===== config.mk =====
export PLATFORM = sky130hd
export DESIGN_NAME = cmc_read_store
export DESIGN_NICKNAME = d
export VERILOG_FILES = /design/src/cmc_pkg.sv /design/src/cmc_read_store.sv
export SDC_FILE = /design/constraint.sdc
export NUM_CORES = 2
export LEC_CHECK = 0
export BUFFER_PORTS_ARGS = -buffer_cell sky130_fd_sc_hd__buf_2
export CAP_MARGIN = 20
export CORE_MARGIN = 1
export CORE_UTILIZATION = 40
export DETAILED_ROUTE_END_ITERATION = 12
export PLACE_DENSITY = 0.62
export RECOVER_POWER = 25
export SETUP_SLACK_MARGIN = 0.05
export SYNTH_ARGS = -nofsm -noshare
export SYNTH_HDL_FRONTEND = slang
export SYNTH_SLANG_ARGS = --single-unit
export TNS_END_PERCENT = 5

===== constraint.sdc =====
create_clock -name clk -period 6.05 [get_ports clk]
set_input_delay 0.9075 -clock clk [delete_from_list [all_inputs] [get_ports clk]]
set_output_delay 0.9075 -clock clk [all_outputs]
set_load 0.02 [all_outputs]

===== src/cmc_pkg.sv =====
package cmc_pkg;

  localparam int unsigned READ_DEPTH_DEFAULT = 1024;

  // Result queue: a final position can push two results in one cycle.
  localparam int unsigned FIFO_DEPTH = 4;
  localparam int unsigned FIFO_AW    = $clog2(FIFO_DEPTH);
  localparam int unsigned FIFO_CW    = $clog2(FIFO_DEPTH + 1);

  // Item kinds
  localparam logic ITEM_LOAD  = 1'b0;
  localparam logic ITEM_ALIGN = 1'b1;

  // Edit ops
  localparam logic [2:0] OP_MATCH    = 3'd0;
  localparam logic [2:0] OP_MISMATCH = 3'd1;
  localparam logic [2:0] OP_INSERT   = 3'd2;
  localparam logic [2:0] OP_DELETE   = 3'd3;
  localparam logic [2:0] OP_METHYL   = 3'd4;

  // Methylation tags
  localparam logic [2:0] TAG_NONE = 3'd0;
  localparam logic [2:0] TAG_LZ   = 3'd1;
  localparam logic [2:0] TAG_UZ   = 3'd2;
  localparam logic [2:0] TAG_UU   = 3'd3;
  localparam logic [2:0] TAG_LU   = 3'd4;

  // Second-read base codes
  localparam logic [2:0] CODE_A = 3'd0;
  localparam logic [2:0] CODE_C = 3'd1;
  localparam logic [2:0] CODE_G = 3'd2;

  // ASCII consensus characters
  localparam logic [7:0] CHAR_C = 8'h43;
  localparam logic [7:0] CHAR_G = 8'h47;
  localparam logic [7:0] CHAR_T = 8'h54;

  typedef struct packed {
    logic       op;
    logic [2:0] read2_code;
    logic [2:0] edit_op;
    logic [7:0] consensus_char;
    logic       is_final;
  } in_item_t;

  typedef struct packed {
    logic [7:0] base_out;
    logic [2:0] op_out;
    logic [2:0] tag;
    logic       fault;
    logic       run_end;
  } out_item_t;

  typedef struct packed {
    logic [7:0] base1;
    logic [2:0] op1;
    logic [2:0] tag;
    logic [2:0] op2;
  } judge_t;

  typedef struct packed {
    logic [FIFO_CW-1:0] count;
    logic               room;
  } fifo_status_t;

endpackage


===== src/cmc_read_store.sv =====
module cmc_read_store #(
  parameter int unsigned READ_DEPTH = cmc_pkg::READ_DEPTH_DEFAULT
) (
  input  logic                                clk,
  input  logic                                wr_en,
  input  logic [$clog2(READ_DEPTH)-1:0]       wr_addr,
  input  logic [2:0]                          wr_code,
  input  logic [$clog2(READ_DEPTH+1):0]       rd_addr_a,
  input  logic [$clog2(READ_DEPTH+1):0]       rd_addr_b,
  output logic [2:0]                          rd_code_a,
  output logic [2:0]                          rd_code_b
);
  import cmc_pkg::*;

  localparam int unsigned AW = $clog2(READ_DEPTH);
  localparam int unsigned RW = $clog2(READ_DEPTH + 1) + 1;
  localparam logic [RW-1:0] DEPTH_R = RW'(READ_DEPTH);

  logic [2:0] mem [READ_DEPTH];

  logic          in_range_a, in_range_b;
  logic [AW-1:0] idx_a, idx_b;
  logic          hit_a, hit_b;

  assign in_range_a = rd_addr_a < DEPTH_R;
  assign in_range_b = rd_addr_b < DEPTH_R;
  assign idx_a      = rd_addr_a[AW-1:0];
  assign idx_b      = rd_addr_b[AW-1:0];
  // write-through so a read in the same cycle sees the new code
  assign hit_a      = wr_en && in_range_a && (idx_a == wr_addr);
  assign hit_b      = wr_en && in_range_b && (idx_b == wr_addr);

  always_ff @(posedge clk) begin
    if (wr_en) begin
      mem[wr_addr] <= wr_code;
    end
    if (hit_a) begin
      rd_code_a <= wr_code;
    end else if (in_range_a) begin
      rd_code_a <= mem[idx_a];
    end else begin
      rd_code_a <= CODE_A;
    end
    if (hit_b) begin
      rd_code_b <= wr_code;
    end else if (in_range_b) begin
      rd_code_b <= mem[idx_b];
    end else begin
      rd_code_b <= CODE_A;
    end
  end

endmodule


==> metrics.txt <==
DRT antenna net count 0; largest net degree at the start of global routing 225; Die Y 612.9 µm; Clock Sinks 3,078; Root Buffer clkbuf_16; Worst-Margin Slew 5.120 ns; GR Overflow Total 0; # nets final 8,758; status finished, violations left; worst setup path startpoint wr_code[1]; Place WS 0.7770 ns; First-pass DRT Iterations 7; Syn Nets 8,736; shortest period the worst path allows 5.208 ns; core area 370,300 µm²; Hold Buf Count CTS 0; commonest non-fill, non-tap cell in the layout edfxtp_1; Max Slew Vio Count 1,106; cell count after synthesis 8,697; Slew HR -241.4%; post-cts sizing count 0; failing checks max-capacitance violations, max-slew violations; Critical Path RT 6.94 ns; yosys warns 0; Vias/cell 6.905; Routed WL per cell 39.54 µm; Total Wirelength 552,900 µm; H-tree depth 5; number of synthesized register bits 3,078; vias 96,560; post-synth top area share 61.79%; reg-to-reg startpoint mem[139][2]$_DFFE_PP_; HP Class input port to flop; most frequent cells in the layout 3,072 x edfxtp_1, 1,280 x mux4_2, 1,125 x nor2_1, 684 x mux2i_1, 351 x buf_4; setup bufs post-CTS 0; initial DRC count 16,120; worst skew pair latency 0.97 ns; CTS tree done; gr usage total 29.07%; placed instance area 155,700 µm²; Port Buf Inserts 44; clock slew at reported path FFs 0.06 ns; setup violators final 0; f_max 0.1920 GHz; first-pass GRT wire length 765,000 µm; Leak Pwr 51.87 nW; synth top area cells edfxtp_1 62%, mux4_2 19%, mux2i_1 4.6%; Synth area leader edfxtp_1; hold path startpoint rd_addr_a[9]; Synth Cell Area 149,300 µm²; initial core utilization 40.32%; Worst EP arrival 6.10 ns; Slowest cell on crit path clkbuf_1; max-cap viol count 10; final worst setup slack 0.8416 ns; CTS Buf Count 328; EDFF count, synth 3,072; RSZ-0062 raised after global routing no; Hold Slack 0.4523 ns; layout cell share with drive strength beyond 1 25.83%; Worst path max stage delay 3.37 ns; Critical Path Fanout Max 69; vias in the first global route 95,430; Routability Congestion 0.9912; Pwr Density 290.9 nW/µm²; crit-path cells clkbuf_1 -> a21boi_0 -> o31a_1 -> o31ai_1 -> buf_4 -> nor3_1 -> nor3_1; Fin Clk Skew 0.06663 ns; Final Hold Fails 0; TNS Setup 0 ns; Tot Pwr 0.04843 W; Avg Cell Area, Syn 17.17 µm²; Synth Flop Type edfxtp_1; Finished Cell Area 166,500 µm²; full die area 375,700 µm²; WS Path Type input port to flop; Synth async-reset ratio 0%; I/O pin cnt 45; antenna violations before repair 41; Synth-to-Final Area Change 11.54%; Yosys cell types 85; startpoint types input port; Remaining DRCs 0; clock buffer depth 4; post-detail-place hpwl 358,100 µm; Tcrit/Tclk final 86.09%; CP most frequent cell nor3_1; CP endpoint kind flop; die width 612.9 µm; maximum vdd drop 0.2437 mV; Seq/Total Area, Yosys 61.87%; Site Rows 223
-- per-stage QoR --
step | std cells | utilization [%]
after CTS | 13920 | 44.94
after floorplan | 8697 | -
after global placement | 13320 | 42.00
after detailed placement | 13330 | 42.04
after global routing | 13940 | 44.94
final | 13980 | 44.97
-- synthesized netlist by cell type, types with 8 or more instances --
cell	instances
a2111oi_0	18
a211o_1	8
a211oi_1	54
a21oi_1	151
a221oi_1	21
a22o_1	35
a22oi_1	92
a31oi_1	13
and2_1	30
and3_1	10
and3b_1	10
buf_1	110
buf_12	11
buf_2	132
buf_4	83
buf_6	85
buf_8	39
clkbuf_1	312
clkbuf_8	10
edfxtp_1	3072
inv_1	10
mux2_2	25
mux2i_1	684
mux4_1	46
mux4_2	1280
nand2_1	230
nand2b_1	15
nand3_1	71
nand4_1	36
nor2_1	1128
nor2b_1	31
nor3_1	121
nor3b_1	14
nor4_1	38
o2111ai_1	12
o21ai_0	79
o221ai_1	212
o22a_1	11
o22ai_1	205
o31ai_1	19
o32ai_1	9
or3_1	9
xnor2_1	20
-- cell type report --
class	instances	area (µm²)
Fill cell	31700	203700
Sequential cell	3078	92370
Multi-Input combinational cell	4818	52460
Clock buffer	402	8622
Tap cell	4950	6193
Timing Repair Buffer	481	4539
Clock inverter	186	2115
Antenna cell	56	140.1
Inverter	12	67.56
-- critical path, delay by kind of cell --
| family | cells | cell delay, ns |
|---|---|---|
| buffers and inverters | 2 | 3.54 |
| and+or+nand+nor | 2 | 0.22 |
| AOI/OAI and AO/OA | 3 | 1.16 |
-- worst paths after layout --
path	endpoint	slack (ns)	cells after the start
hold / removal	rd_code_a[1]$_DFF_P_	0.45	2
setup reg to reg	rd_code_b[2]$_DFF_P_	2.21	8
setup / recovery	rd_code_b[1]$_DFF_P_	0.84	7
hold reg to reg	rd_code_b[1]$_DFF_P_	1.34	6
-- per-layer routing --
metal / track usage [%] / vias to the layer above / share of wire, %
li1: - / 36370 / -
met1: 37.24 / 50410 / 35
met2: 43.29 / 7996 / 45
met3: 8.468 / 1764 / 13
met4: 18.70 / 20 / 7.4
met5: 0 / - / 0.024
-- kinds of logic after synthesis --
group                     count (synthesis)  synth area share [%]
DFF                                    3078                 61.87
muxes                                  2041                 24.99
and+or+nand+nor                        1777                 5.080
AOI/OAI and AO/OA                       980                 4.676
buffers and inverters                   801                 3.259
xor gates and xnor gates                 20                0.1173
-- power breakdown --
| group | switching (W) | internal (W) |
|---|---|---|
| logic | 0.00286 | 0.00147 |
| registers | 0.0000243 | 0.0235 |
| clock network | 0.00891 | 0.0117 |
| total | 0.0118 | 0.0366 |
-- flip-flops by register name, indices dropped and copies added, names as in the netlist --
register / cells
rd_code_b: 3
mem: 3072
rd_code_a: 3
(Power assumes the default switching activity.)
