### config.mk
export PLATFORM = sky130hd
export DESIGN_NAME = cmc_result_fifo
export DESIGN_NICKNAME = d
export VERILOG_FILES = /design/src/cmc_pkg.sv /design/src/cmc_result_fifo.sv
export SDC_FILE = /design/constraint.sdc
export NUM_CORES = 1
export LEC_CHECK = 0
export BUFFER_PORTS_ARGS = -buffer_cell sky130_fd_sc_hd__buf_2
export CAP_MARGIN = 20
export CORE_MARGIN = 4
export CORE_UTILIZATION = 50
export CTS_CLUSTER_DIAMETER = 150
export DETAILED_ROUTE_END_ITERATION = 10
export PLACE_DENSITY = 0.72
export SLEW_MARGIN = 20
export SYNTH_ARGS = -nofsm -noshare
export SYNTH_HDL_FRONTEND = slang
export SYNTH_SLANG_ARGS = --single-unit
### constraint.sdc
create_clock -name clk -period 2.62 [get_ports clk]
set_clock_uncertainty 0.2 [all_clocks]
set_input_delay 0.524 -clock clk [delete_from_list [all_inputs] [get_ports clk]]
set_output_delay 0.524 -clock clk [all_outputs]
set_load 0.1 [all_outputs]
### src/cmc_pkg.sv
package cmc_pkg;

  localparam int unsigned READ_DEPTH_DEFAULT = 1024;

  // Result queue: a final position can push two results in one cycle.
  localparam int unsigned FIFO_DEPTH = 4;
  localparam int unsigned FIFO_AW    = $clog2(FIFO_DEPTH);
  localparam int unsigned FIFO_CW    = $clog2(FIFO_DEPTH + 1);

  // Item kinds
  localparam logic ITEM_LOAD  = 1'b0;
  localparam logic ITEM_ALIGN = 1'b1;

  // Edit ops
  localparam logic [2:0] OP_MATCH    = 3'd0;
  localparam logic [2:0] OP_MISMATCH = 3'd1;
  localparam logic [2:0] OP_INSERT   = 3'd2;
  localparam logic [2:0] OP_DELETE   = 3'd3;
  localparam logic [2:0] OP_METHYL   = 3'd4;

  // Methylation tags
  localparam logic [2:0] TAG_NONE = 3'd0;
  localparam logic [2:0] TAG_LZ   = 3'd1;
  localparam logic [2:0] TAG_UZ   = 3'd2;
  localparam logic [2:0] TAG_UU   = 3'd3;
  localparam logic [2:0] TAG_LU   = 3'd4;

  // Second-read base codes
  localparam logic [2:0] CODE_A = 3'd0;
  localparam logic [2:0] CODE_C = 3'd1;
  localparam logic [2:0] CODE_G = 3'd2;

  // ASCII consensus characters
  localparam logic [7:0] CHAR_C = 8'h43;
  localparam logic [7:0] CHAR_G = 8'h47;
  localparam logic [7:0] CHAR_T = 8'h54;

  typedef struct packed {
    logic       op;
    logic [2:0] read2_code;
    logic [2:0] edit_op;
    logic [7:0] consensus_char;
    logic       is_final;
  } in_item_t;

  typedef struct packed {
    logic [7:0] base_out;
    logic [2:0] op_out;
    logic [2:0] tag;
    logic       fault;
    logic       run_end;
  } out_item_t;

  typedef struct packed {
    logic [7:0] base1;
    logic [2:0] op1;
    logic [2:0] tag;
    logic [2:0] op2;
  } judge_t;

  typedef struct packed {
    logic [FIFO_CW-1:0] count;
    logic               room;
  } fifo_status_t;

endpackage

### src/cmc_result_fifo.sv
module cmc_result_fifo (
  input  logic                   clk,
  input  logic                   rst,
  input  logic [1:0]             push_cnt,
  input  cmc_pkg::out_item_t     push_d0,
  input  cmc_pkg::out_item_t     push_d1,
  output logic                   out_valid,
  input  logic                   out_stall,
  output cmc_pkg::out_item_t     out_data,
  output cmc_pkg::fifo_status_t  status
);
  import cmc_pkg::*;

  out_item_t          entries [FIFO_DEPTH];
  logic [FIFO_AW-1:0] wr_ptr, rd_ptr;
  logic [FIFO_AW-1:0] wr_ptr_next, rd_ptr_next, wr_ptr_plus1;
  logic [FIFO_CW-1:0] count, count_next;
  logic               pop;

  assign out_valid    = count != '0;
  assign out_data     = entries[rd_ptr];
  assign pop          = out_valid && !out_stall;
  assign wr_ptr_plus1 = wr_ptr + FIFO_AW'(1);

  assign wr_ptr_next = wr_ptr + FIFO_AW'(push_cnt);
  assign rd_ptr_next = rd_ptr + FIFO_AW'(pop);
  assign count_next  = count + FIFO_CW'(push_cnt) - FIFO_CW'(pop);

  // room for a two-result push regardless of this cycle's pop
  assign status.count = count;
  assign status.room  = count <= FIFO_CW'(FIFO_DEPTH - 2);

  always_ff @(posedge clk) begin
    if (rst) begin
      wr_ptr <= '0;
      rd_ptr <= '0;
      count  <= '0;
    end else begin
      wr_ptr <= wr_ptr_next;
      rd_ptr <= rd_ptr_next;
      count  <= count_next;
    end
  end

  always_ff @(posedge clk) begin
    if (push_cnt != 2'd0) begin
      entries[wr_ptr] <= push_d0;
    end
    if (push_cnt == 2'd2) begin
      entries[wr_ptr_plus1] <= push_d1;
    end
  end

endmodule

==> flow_metrics.py <==
metrics = {
    "run_status": {
        "status": "finished clean",
    },
    "timing": {
        "grt_setup_unrepaired": "false",
        "setup_viol": 0,
        "tightest_slew_ns": 0.488,
        "fmax_mhz": 411,
        "finalCriticalPeriod_ns": 2.43,
        "hold_violations": 0,
        "post-route-period-util_pct": 92.9,
        "slew-limit-headroom_pct": 67.7,
        "tns_ns": 0,
        "slew_violations": 0,
        "hold_ws_ns": 0.224,
    },
    "setup_path": {
        "worstPathRequired_ns": 1.90,
        "critPathKind": "reg2out",
        "cp-end-kind": "output pin",
        "crit_fanout": 11,
        "worstPathArrival_ns": 1.71,
        "r2r.worst_path.cells": 10,
        "start_kind": "register",
    },
    "logic_synthesis": {
        "synth_top_family_by_area": "multiplexers",
        "yosys_most_used_dff": "edfxtp_1",
        "synth_top_cells_by_count": "64 x edfxtp_1, 47 x mux2_2, 16 x mux4_2, 12 x mux2_4, 7 x dfxtp_1",
        "syn_nets": 244,
        "ys_top_cells_by_area": "edfxtp_1 54%, mux2_2 15%, mux4_2 10%, mux2_4 5.0%, dfxtp_1 3.9%",
        "synth_cell_types": 30,
        "synth_compound_area_share_pct": 1.47,
        "yosys.area_share.adder_pct": 1.61,
        "yosysWarnings": 0,
        "synthMuxAreaShare_pct": 31.5,
        "netlist_area_um2": 3580,
        "synth-simple-area-share_pct": 3.60,
        "synth_xor_area_share_pct": 0.979,
        "yosysMostFrequentCell": "edfxtp_1",
        "netlist_instances": 203,
        "ys_seq_area_share_pct": 57.6,
        "avgSynthCellArea_um2": 17.6,
        "ys_seq_elements": 71,
        "synth_edf_count": 64,
        "synth_top_area_share_pct": 53.7,
        "synth_top_cell_by_area": "edfxtp_1",
        "async_reset_ff_share_pct": 0,
    },
    "clocking": {
        "cts_root_buf": "clkbuf_8",
        "clock_sinks": 71,
        "cts.htree.levels": 3,
        "clk_path_buf_depth": 2,
        "cts.repair.resized": 0,
        "cts_setup_buffers": 0,
        "cts_buffers": 9,
        "holdBufCountCts": 0,
        "cts_tree": "yes",
        "clk_pin_slew_ns": 0.07,
        "insertion_delay_ns": 0.34,
    },
    "detailed_routing": {
        "via_per_inst": 5.38,
        "drc": 0,
        "vias": 2038,
        "avgRoutedWirePerCell_um": 18.8,
        "finalWirelength_um": 7110,
        "antenna_left": 0,
        "first_pass_iters": 4,
        "drtIter0Drc": 69,
    },
    "floorplanning": {
        "pin_count": 58,
        "num_rows": 30,
        "die_y_um": 92.6,
        "dieArea_um2": 8570,
        "start_util_pct": 52.1,
        "coreArea_um2": 6870,
        "die_w_um": 92.6,
    },
    "place": {
        "hpwl_um": 5070,
        "gp_congestion": 0.736,
        "io_buffers": 57,
        "dp_cells": 363,
    },
    "finish": {
        "seqCellArea_um2": 2070,
        "nets": 319,
        "nFillCells": 491,
        "area_delta_synth_final_pct": 26.3,
        "fin_cells": 379,
        "drive_gt1_share_pct": 61.5,
        "antenna_cells": 0,
        "multi_input_area_um2": 1420,
    },
    "global_route": {
        "antenna_found_initial": 0,
        "grt_pass1_vias": 2164,
        "grt_max_degree": 13,
        "grt_remaining_overflow": 0,
        "grt_pass1_wl_um": 11400,
        "track_usage_pct": 17.9,
    },
    "power": {
        "power_frac_seq_pct": 34.2,
        "p_sw_mw": 1.65,
        "switching_share_pct": 38.8,
        "power_frac_comb_pct": 43.8,
        "pwr-share-clk_pct": 22.0,
        "power.internal_mw": 2.59,
        "vdd_drop_max_v": 0.000383,
        "p_leak_nw": 1.68,
        "power_density_nw_per_um2": 937,
    },
    "min_path": {
        "hold_depth": 2,
        "hp-class": "in2reg",
    },
    "flow_run": {
        "drv_cap": 0,
    },
}
## per-layer routing
| metal | wire (µm) | global-route usage (%) | vias up | share of wire, % |
|---|---|---|---|---|
| li1 | - | - | 946 | - |
| met1 | 2940 | 21.2 | 1028 | 41 |
| met2 | 3730 | 31.3 | 51 | 52 |
| met3 | 308 | 3.66 | 13 | 4.3 |
| met4 | 128 | 8.29 | 0 | 1.8 |
| met5 | 0 | 0 | - | 0 |
## flip-flops by register name, indices dropped and copies added, names as in the netlist
| signal | flops |
|---|---|
| rd_ptr | 2 |
| entries | 64 |
| wr_ptr | 2 |
| count | 3 |
## logic make-up after synthesis
| logic type | Yosys count |
|---|---|
| DFF | 71 |
| xor gates and xnor gates | 4 |
| and+or+nand+nor | 19 |
| adders and majority gates | 4 |
| AOI/OAI and AO/OA | 9 |
| buffers and inverters | 16 |
| muxes | 80 |
## worst paths after layout
path              startpoint          end  slack, ns
hold reg to reg     count[2]     count[2]       0.34
setup / recovery   rd_ptr[0]  out_data[3]       0.19
setup reg to reg    count[0]     count[2]       0.44
hold / removal           rst     count[1]       0.22
## cell usage in the layout (no fill, tap or decap)
cell type and n:
edfxtp_1 64, buf_2 41, o21ai_0 2, inv_1 4
fa_1 1, dfxtp_1 4, buf_4 17, nor2_1 6
and3b_1 1, a21oi_2 1, mux4_2 16, xnor2_1 3
or3_1 2, a21oi_1 3, buf_12 18, o31ai_4 1
clkinv_2 2, nor2b_2 2, clkbuf_8 9, nor3_1 2
nand2b_1 1, nand3_2 1, mux2_1 5, and3b_2 1
xor2_1 1, a21o_1 2, bufinv_16 2, ha_1 3
nor2b_1 2, mux2_4 12, nor4_4 1, mux2_2 47
clkbuf_1 3, dfxtp_2 3
## worst max-delay path, cell delays in order, from the launching register on
cell and delay [ns]:
dfxtp_1 0.34, buf_4 0.24, mux4_2 0.58, buf_12 0.19
## power by group through the flow
| stage | registers [mW] | clock network (mW) | logic (mW) |
|---|---|---|---|
| 2_1_floorplan | 1.57 | 0 | 1.18 |
| 3_3_place_gp | 1.47 | 0 | 1.86 |
| 3_5_place_dp | 1.47 | 0 | 1.87 |
| 4_1_cts | 1.45 | 0.950 | 1.88 |
| 5_1_grt | 1.46 | 0.986 | 1.93 |
| 6_report | 1.45 | 0.933 | 1.86 |
## metrics by stage
| stage | power (mW) | setup WS [ns] | area (µm²) | utilization (%) |
|---|---|---|---|---|
| 2_1_floorplan | 2.74 | 0.162 | 3590 | - |
| 3_3_place_gp | 3.33 | 0.344 | 4310 | 62.8 |
| 3_5_place_dp | 3.35 | 0.323 | 4310 | 62.8 |
| 4_1_cts | 4.27 | 0.165 | 4520 | 65.8 |
| 5_1_grt | 4.38 | 0.117 | 4520 | 65.8 |
| 6_report | 4.24 | 0.186 | 4520 | 65.8 |
## cell type report
class | count | area share [%]
clock buffer | 12 | 2.99
clock inverter | 4 | 1.55
inverter | 4 | 0.332
multi-input combinational | 116 | 31.4
sequential | 71 | 45.7
tap | 96 | 2.66
timing repair buffer | 76 | 15.3
Note: power is estimated with default switching activity, not from simulation.
