`src/cmc_pkg.sv`:
```
package cmc_pkg;

  localparam int unsigned READ_DEPTH_DEFAULT = 1024;

  // Result queue: a final position can push two results in one cycle.
  localparam int unsigned FIFO_DEPTH = 4;
  localparam int unsigned FIFO_AW    = $clog2(FIFO_DEPTH);
  localparam int unsigned FIFO_CW    = $clog2(FIFO_DEPTH + 1);

  // Item kinds
  localparam logic ITEM_LOAD  = 1'b0;
  localparam logic ITEM_ALIGN = 1'b1;

  // Edit ops
  localparam logic [2:0] OP_MATCH    = 3'd0;
  localparam logic [2:0] OP_MISMATCH = 3'd1;
  localparam logic [2:0] OP_INSERT   = 3'd2;
  localparam logic [2:0] OP_DELETE   = 3'd3;
  localparam logic [2:0] OP_METHYL   = 3'd4;

  // Methylation tags
  localparam logic [2:0] TAG_NONE = 3'd0;
  localparam logic [2:0] TAG_LZ   = 3'd1;
  localparam logic [2:0] TAG_UZ   = 3'd2;
  localparam logic [2:0] TAG_UU   = 3'd3;
  localparam logic [2:0] TAG_LU   = 3'd4;

  // Second-read base codes
  localparam logic [2:0] CODE_A = 3'd0;
  localparam logic [2:0] CODE_C = 3'd1;
  localparam logic [2:0] CODE_G = 3'd2;

  // ASCII consensus characters
  localparam logic [7:0] CHAR_C = 8'h43;
  localparam logic [7:0] CHAR_G = 8'h47;
  localparam logic [7:0] CHAR_T = 8'h54;

  typedef struct packed {
    logic       op;
    logic [2:0] read2_code;
    logic [2:0] edit_op;
    logic [7:0] consensus_char;
    logic       is_final;
  } in_item_t;

  typedef struct packed {
    logic [7:0] base_out;
    logic [2:0] op_out;
    logic [2:0] tag;
    logic       fault;
    logic       run_end;
  } out_item_t;

  typedef struct packed {
    logic [7:0] base1;
    logic [2:0] op1;
    logic [2:0] tag;
    logic [2:0] op2;
  } judge_t;

  typedef struct packed {
    logic [FIFO_CW-1:0] count;
    logic               room;
  } fifo_status_t;

endpackage

```
`src/cmc_pair_judge.sv`:
```
module cmc_pair_judge (
  input  logic [2:0]      op1,
  input  logic [7:0]      char1,
  input  logic [2:0]      op2,
  input  logic [7:0]      char2,
  input  logic [2:0]      code1,
  input  logic [2:0]      code2,
  output cmc_pkg::judge_t judge
);
  import cmc_pkg::*;

  logic no_indel;

  assign no_indel = (op1 != OP_INSERT) && (op1 != OP_DELETE) &&
                    (op2 != OP_INSERT) && (op2 != OP_DELETE);

  always_comb begin
    judge.base1 = char1;
    judge.op1   = op1;
    judge.tag   = TAG_NONE;
    judge.op2   = op2;
    if (no_indel) begin
      if (op1 == OP_MATCH && op2 == OP_MATCH && char1 == CHAR_C && char2 == CHAR_G) begin
        judge.tag = TAG_LZ;
      end else if (op1 == OP_MISMATCH && op2 == OP_MISMATCH && char1 == CHAR_T &&
                   char2 == CHAR_G && code1 == CODE_C && code2 == CODE_A) begin
        judge.base1 = CHAR_C;
        judge.tag   = TAG_UZ;
        judge.op1   = OP_METHYL;
        judge.op2   = OP_METHYL;
      end else if (op1 == OP_MISMATCH && op2 == OP_MATCH && char1 == CHAR_T &&
                   char2 == CHAR_G && code1 == CODE_C && code2 == CODE_G) begin
        judge.base1 = CHAR_C;
        judge.tag   = TAG_UU;
        judge.op1   = OP_METHYL;
      end else if (op1 == OP_MATCH && op2 == OP_MISMATCH && char1 == CHAR_C &&
                   char2 == CHAR_G && code1 == CODE_C && code2 == CODE_A) begin
        judge.tag = TAG_LU;
        judge.op2 = OP_METHYL;
      end
    end
  end

endmodule

```
`config.mk`:
```
export PLATFORM = sky130hd
export DESIGN_NAME = cmc_pair_judge
export DESIGN_NICKNAME = d
export VERILOG_FILES = /design/src/cmc_pkg.sv /design/src/cmc_pair_judge.sv
export SDC_FILE = /design/constraint.sdc
export NUM_CORES = 1
export LEC_CHECK = 0
export BUFFER_PORTS_ARGS = -buffer_cell sky130_fd_sc_hd__buf_2
export CORE_AREA = 4 4 41 43
export DETAILED_ROUTE_END_ITERATION = 16
export DIE_AREA = 0 0 45 47
export GPL_TIMING_DRIVEN = 1
export PLACE_DENSITY_LB_ADDON = 0.2
export SLEW_MARGIN = 25
export SYNTH_ARGS = -nofsm -noshare
export SYNTH_HDL_FRONTEND = slang
export SYNTH_SLANG_ARGS = --single-unit
export TNS_END_PERCENT = 50
```
`constraint.sdc`:
```
create_clock -name vclk -period 2.2
set_clock_uncertainty 0.1 [all_clocks]
set_input_delay 0.11 -clock vclk [all_inputs]
set_output_delay 0.11 -clock vclk [all_outputs]
set_load 0.005 [all_outputs]
```
==> flow_summary.ini, run 1 <==
[min_path]
hp-class = in2out
min_path_cells = 2
hold_end = judge[16]
min_from = char1[7]

[placement]
port_buffers = 45
hpwlAfterDp_um = 878
place_congestion = 0.786
placed_area_um2 = 483

[run]
cap_violations = 0

[detailed_routing]
ant_nets = 0
wire_per_inst_um = 9.96
totalWireLength_um = 926
viasPerCell = 4.63
num_vias = 431
drc_errors = 0
drtPass1Iterations = 4
drtIter0Drc = 3

[synthesis]
synth_cells = 39
yosys_warnings = 0
yosysUniqueCellTypes = 24
synth_area_um2 = 262
synth-seq-area-share_pct = 0
synth_fp_nets = 67
syn_area_per_cell_um2 = 6.71

[global_route]
grt_usage_pct = 7.63
grt_pass1_vias = 348
antenna_found_initial = 0
grt_pass1_wl_mm = 1.32
overflow = 0
grt_max_degree = 7

[sta]
hold_violations = 0
finalMaxSlewViolations = 0
slew_headroom_pct = 68.6
finalCriticalPeriod_ns = 1.94
setup_viol = 0
finalCritPeriodShare_pct = 88.2
rsz0062_at_grt = no
tightestPinTransition_ns = 0.466
max_freq_mhz = 515
tns_ns = 0

[critical_path]
endpoint_kind = primary output
crit_type = in2out
cp-start-kind = primary input
cp_max_fo = 6
critPathArrivalTime_ns = 1.73
crit_required_ns = 1.99

[finish]
final_cell_mix = 45 x buf_2, 3 x nand2_1, 3 x nor3_1, 3 x nor2b_1, 3 x or2_1
stdcell_area_um2 = 483
final_nets = 108
drive_gt1_share_pct = 60.3
synthToLayoutAreaGrowth_pct = 84.7
layout_commonest_cell = buf_2
regArea_um2 = 0
diodes = 0
final_core_util_pct = 37.1
nFlopsAndLatches = 0
clock_buffers = 0

[floorplanning]
die_x_um = 45
die_y_um = 47
dieArea_mm2 = 0.00212
rows = 13
initial_core_util_pct = 20.1
io_pins = 45
core_area_mm2 = 0.00130

[clocking]
cts_hold_buf = 0
cts_resized = 0
post_cts.repair.setup_buffers = 0

[power]
p_leak_nw = 0.256
peakVddDrop_uv = 38.2
p_per_area_mw_per_mm2 = 124

[status]
status = completed
power by group:
group | internal (mW) | switching (mW) | total (mW)
Sequential | 0 | 0 | 0
Clock | 0 | 0 | 0
Combinational | 0.0353 | 0.0246 | 0.0599
Total | 0.0353 | 0.0246 | 0.0599
cell usage after synthesis (2+ instances only):
cell type,instances,area [um^2]
clkbuf_1,6,22.5
nand2_1,3,11.3
nor2b_1,3,18.8
nor3_1,3,15.0
or2_1,3,18.8
nor4_1,2,12.5
nor4b_1,2,17.5
final cells by class:
class                      count  area [um^2]
timing repair buffer          45          225
multi-input combinational     33          239
tap                           15         18.8
fill                         154          818
worst max-delay path, stage by stage:
cell    delay (ns)
buf_2         0.11
or4b_1        0.53
or3_4         0.37
nor4_4        0.36
or2_1         0.15
buf_2         0.10
worst max-delay path by stage:
stage / endpoint / cells past startpoint / startpoint / slack (ns)
floorplan: judge[5] / 4 / op2[2] / 0.50
global placement: judge[8] / 6 / op2[2] / 0.25
detailed placement: judge[10] / 6 / op2[2] / 0.23
CTS: judge[10] / 6 / op2[2] / 0.23
global route: judge[8] / 6 / op2[2] / 0.12
finish: judge[10] / 6 / op2[2] / 0.26
metrics by stage:
step           power [mW]  std cells  hold slack (ns)  setup slack, ns
2_1_floorplan      0.0218         39            0.154            0.499
3_3_place_gp       0.0606         93            0.302            0.252
3_5_place_dp       0.0607         93            0.305            0.230
4_1_cts            0.0609         93            0.305            0.229
5_1_grt            0.0669         93            0.313            0.124
6_report           0.0599         93            0.303            0.259
cells by family after synthesis:
logic type	synth area share, %
compound gates	11.5
xor+xnor	3.35
buf+inv	8.61
simple gates	76.6
metal layers:
| metal | up-vias | routed length, um | GRT usage [%] |
|---|---|---|---|
| met4 | 0 | 0 | 0 |
| met2 | 34 | 395 | 12.7 |
| met1 | 174 | 362 | 11.5 |
| met3 | 0 | 168 | 0.383 |
| li1 | 223 | - | - |
| met5 | - | 0 | 0 |
(Power assumes the default switching activity.)
==> run 2: changes to the inputs <==
--- a/config.mk
+++ b/config.mk
@@ -5,6 +5,7 @@
 export SDC_FILE = /design/constraint.sdc
 export NUM_CORES = 1
 export LEC_CHECK = 0
+export ABC_AREA = 1
 export BUFFER_PORTS_ARGS = -buffer_cell sky130_fd_sc_hd__buf_2
 export CORE_AREA = 4 4 41 43
 export DETAILED_ROUTE_END_ITERATION = 16
==> flow_summary.ini, run 2 <==
[status]
status = completed

[finish]
layout_commonest_cell = buf_2
final_cell_mix = 45 x buf_2, 21 x nand2_1, 14 x inv_1, 13 x nor2_1, 5 x nor2_2
synthToLayoutAreaGrowth_pct = 66.3
final_nets = 143
drive_gt1_share_pct = 50.4
fin_cells = 128
nFlopsAndLatches = 0
regArea_um2 = 0
diodes = 0
stdcell_area_um2 = 556
clock_buffers = 0

[synthesis]
synth_most_common_cell = nand2_1
synth_top_cell_by_area = nand2_1
synth_fp_nets = 102
syn_area_per_cell_um2 = 4.51
synth-seq-area-share_pct = 0
synth_cells = 74
synth_top_area_share_pct = 23.6
yosys_warnings = 0
synth.cells.most_frequent = 21 x nand2_1, 14 x inv_1, 13 x nor2_1
yosysUniqueCellTypes = 14
synth_area_leaders = nand2_1 24%, inv_1 16%, nor2_1 15%
synth_area_um2 = 334

[sta]
max_freq_mhz = 824
slew_headroom_pct = 83.1
tns_ns = 0
finalMaxSlewViolations = 0
finalCriticalPeriod_ns = 1.21
hold_violations = 0
tightestPinTransition_ns = 0.252
setup_viol = 0
layout_setup_ws_ns = 0.987
rsz0062_at_grt = no
finalCritPeriodShare_pct = 55.1

[floorplanning]
core_area_mm2 = 0.00130
dieArea_mm2 = 0.00212
rows = 13
initial_core_util_pct = 25.7
io_pins = 45
die_y_um = 47
die_x_um = 45

[detailed_routing]
ant_nets = 0
viasPerCell = 4.05
drtIter0Drc = 3
drc_errors = 0
totalWireLength_um = 999
num_vias = 518
wire_per_inst_um = 7.80
drtPass1Iterations = 3

[global_route]
grt_pass1_wl_mm = 1.59
grt_usage_pct = 9.28
overflow = 0
grt_max_degree = 7
antenna_found_initial = 0
grt_pass1_vias = 456

[clocking]
cts_resized = 0
post_cts.repair.setup_buffers = 0
cts_hold_buf = 0

[placement]
dp_slack_ns = 0.976
dp_cells = 128
port_buffers = 45
place_congestion = 0.698
placed_area_um2 = 556
hpwlAfterDp_um = 951

[min_path]
hp-class = in2out
hold_end = judge[15]
min_from = char1[6]
min_path_cells = 2

[power]
p_per_area_mw_per_mm2 = 121
peakVddDrop_uv = 44.5
p_leak_nw = 0.368

[critical_path]
endpoint_kind = primary output
critPathArrivalTime_ns = 1.00
cp_max_fo = 6
crit_required_ns = 1.99
cp-start-kind = primary input
crit_type = in2out

[run]
cap_violations = 0
## run 2: how the worst max path moves through the flow
stage	end	slack, ns	startpoint	cells after the start
after floorplan	judge[11]	1.26	char2[7]	8
after detailed placement	judge[11]	0.98	char2[3]	10
final	judge[13]	0.99	char2[3]	10
after CTS	judge[11]	0.97	char2[3]	10
after global routing	judge[0]	0.84	char2[3]	10
after global placement	judge[0]	0.98	op1[2]	8
## run 2: critical path, cell delays in order
cell and delay [ns]:
buf_2 0.09, inv_1 0.04, nand2_1 0.04, nor2_1 0.09
nand2_1 0.11, nor2_4 0.14, nand2_2 0.11, nand2_4 0.11
nor2_2 0.03, buf_2 0.11
## run 2: final cells by class
class                           count  area (um^2)
Timing Repair Buffer               45          225
Multi-Input combinational cell     52          251
Fill cell                         159          746
Tap cell                           15         18.8
Inverter                           16         60.1
## run 2: routing by layer
metal	global-route usage, %	routed length [um]
met5	0	0
met4	0	0
met3	0.383	148
met2	18.9	465
met1	11.2	386
## run 2: kinds of logic after synthesis
| group | count (synthesis) | synth area share, % |
|---|---|---|
| buf+inv | 22 | 24.7 |
| simple gates | 52 | 75.3 |
## run 2: through the flow
stage | hold WS, ns | util (%) | power, mW
after floorplan | 0.199 | - | 0.0284
after global placement | 0.302 | 42.7 | 0.0673
after detailed placement | 0.305 | 42.7 | 0.0682
after CTS | 0.306 | 42.7 | 0.0687
after global routing | 0.315 | 42.7 | 0.0765
final | 0.303 | 42.7 | 0.0674
## run 2: where the power goes
part	internal [mW]	switching [mW]	leakage, nW	total (mW)
logic	0.0369	0.0306	0.368	0.0674
registers	0	0	0	0
clock network	0	0	0	0
total	0.0369	0.0306	0.368	0.0674
==> run 3: changes to the inputs <==
--- a/config.mk
+++ b/config.mk
@@ -5,7 +5,7 @@
 export SDC_FILE = /design/constraint.sdc
 export NUM_CORES = 1
 export LEC_CHECK = 0
-export ABC_AREA = 1
+export ABC_AREA = 0
 export BUFFER_PORTS_ARGS = -buffer_cell sky130_fd_sc_hd__buf_2
 export CORE_AREA = 4 4 41 43
 export DETAILED_ROUTE_END_ITERATION = 16
==> constraint.sdc (replaced) <==
create_clock -name vclk -period 1.3
set_clock_uncertainty 0.1 [all_clocks]
set_input_delay 0.065 -clock vclk [all_inputs]
set_output_delay 0.065 -clock vclk [all_outputs]
set_load 0.005 [all_outputs]
==> flow_summary.ini, run 3 (synthesis gave the netlist of run 1 again) <==
[sta]
slew_headroom_pct = 76.4
setup_viol = 11
finalMaxSlewViolations = 0
rsz0062_at_grt = yes
hold_violations = 0
layout_setup_ws_ns = -0.464
max_freq_mhz = 567
tightestPinTransition_ns = 0.351
finalCritPeriodShare_pct = 136
finalCriticalPeriod_ns = 1.76

[critical_path]
crit_type = in2out
critPathArrivalTime_ns = 1.60
path_delay_family = simple AND/OR/NAND/NOR gates
crit_required_ns = 1.13
cp_max_fo = 3
cp-start-kind = primary input
slowest_stage = or4b_4
endpoint_kind = primary output
path_buf_inv = 2
max_stage_delay_ns = 0.53
crit_chain = buf_6 -> or4b_4 -> or3_4 -> nor4b_4 -> and3_1 -> buf_2

[clocking]
post_cts.repair.setup_buffers = 0

[detailed_routing]
drtPass1Iterations = 4
num_vias = 471
wire_per_inst_um = 10.5
ant_nets = 0
drc_errors = 0
drtIter0Drc = 9
viasPerCell = 4.66
totalWireLength_mm = 1.06

[floorplanning]
die_y_um = 47
io_pins = 45
dieArea_mm2 = 0.00212
die_x_um = 45
rows = 13
initial_core_util_pct = 20.1
core_area_mm2 = 0.00130

[run]
cap_violations = 0

[power]
peakVddDrop_uv = 81.2
p_per_area_mw_per_mm2 = 212
p_leak_nw = 0.308

[placement]
hpwlAfterDp_um = 976
placed_area_um2 = 553
place_congestion = 0.709
dp_slack_ns = -0.545
port_buffers = 45

[global_route]
antenna_found_initial = 0
grt_pass1_wl_mm = 1.61
grt_max_degree = 7
overflow = 0
grt_usage_pct = 9.60
grt_pass1_vias = 407

[finish]
synthToLayoutAreaGrowth_pct = 117
regArea_um2 = 0
drive_gt1_share_pct = 66.3
layout_commonest_cell = buf_2
clock_buffers = 0
diodes = 0
final_nets = 116
nFlopsAndLatches = 0
final_cell_mix = 44 x buf_2, 8 x buf_4
stdcell_area_um2 = 568

[status]
status = finished, violations left
violations = setup timing

[min_path]
hp-class = in2out
run 3: cell count changes in the layout (fill, tap and decap cells not counted), moves of 5 or more:
cell | previous run | this run
nand2_1 | 21 | 3
buf_4 | 0 | 8
inv_1 | 14 | 0
nor2_2 | 5 | 0
nor2_1 | 13 | 1
run 3: through the flow:
step	hold WS [ns]	util [%]	TNS [ns]	total power, mW	instances
2_1_floorplan	0.0639	-	-1.38	0.0378	39
3_3_place_gp	0.213	42.5	-4.30	0.117	101
3_5_place_dp	0.213	42.5	-4.55	0.118	101
4_1_cts	0.213	43.7	-4.33	0.121	101
5_1_grt	0.219	43.7	-5.16	0.134	101
6_report	0.212	43.7	-4.17	0.120	101
run 3: area by class of cell:
class	instances	area, um^2
well taps	15	18.8
multi-input cells	33	258
repair buffers	53	292
fillers	138	733
run 3: layer usage:
metal	GRT usage (%)	wire length (um)	vias up
met5	0	0	-
met1	11.7	411	195
met2	19.5	482	36
li1	-	-	240
met3	0.383	165	0
met4	0	0	0
run 3: final timing paths:
path / startpoint / cells after the start / slack, ns / endpoint
max: op2[2] / 6 / -0.46 / judge[5]
min: char1[7] / 2 / 0.21 / judge[16]
run 3: report_power, final:
group / leakage (nW) / total [mW] / internal (mW) / switching [mW]
clock: 0 / 0 / 0 / 0
combinational: 0.308 / 0.120 / 0.0730 / 0.0474
sequential: 0 / 0 / 0 / 0
run 3: what timing repair did:
| action | CTS | global route |
|---|---|---|
| resized for setup | 3 | 0 |
| endpoints found under the setup margin | 11 | 11 |
| pin swaps | 1 | 1 |
| hold buffers | 0 | 0 |
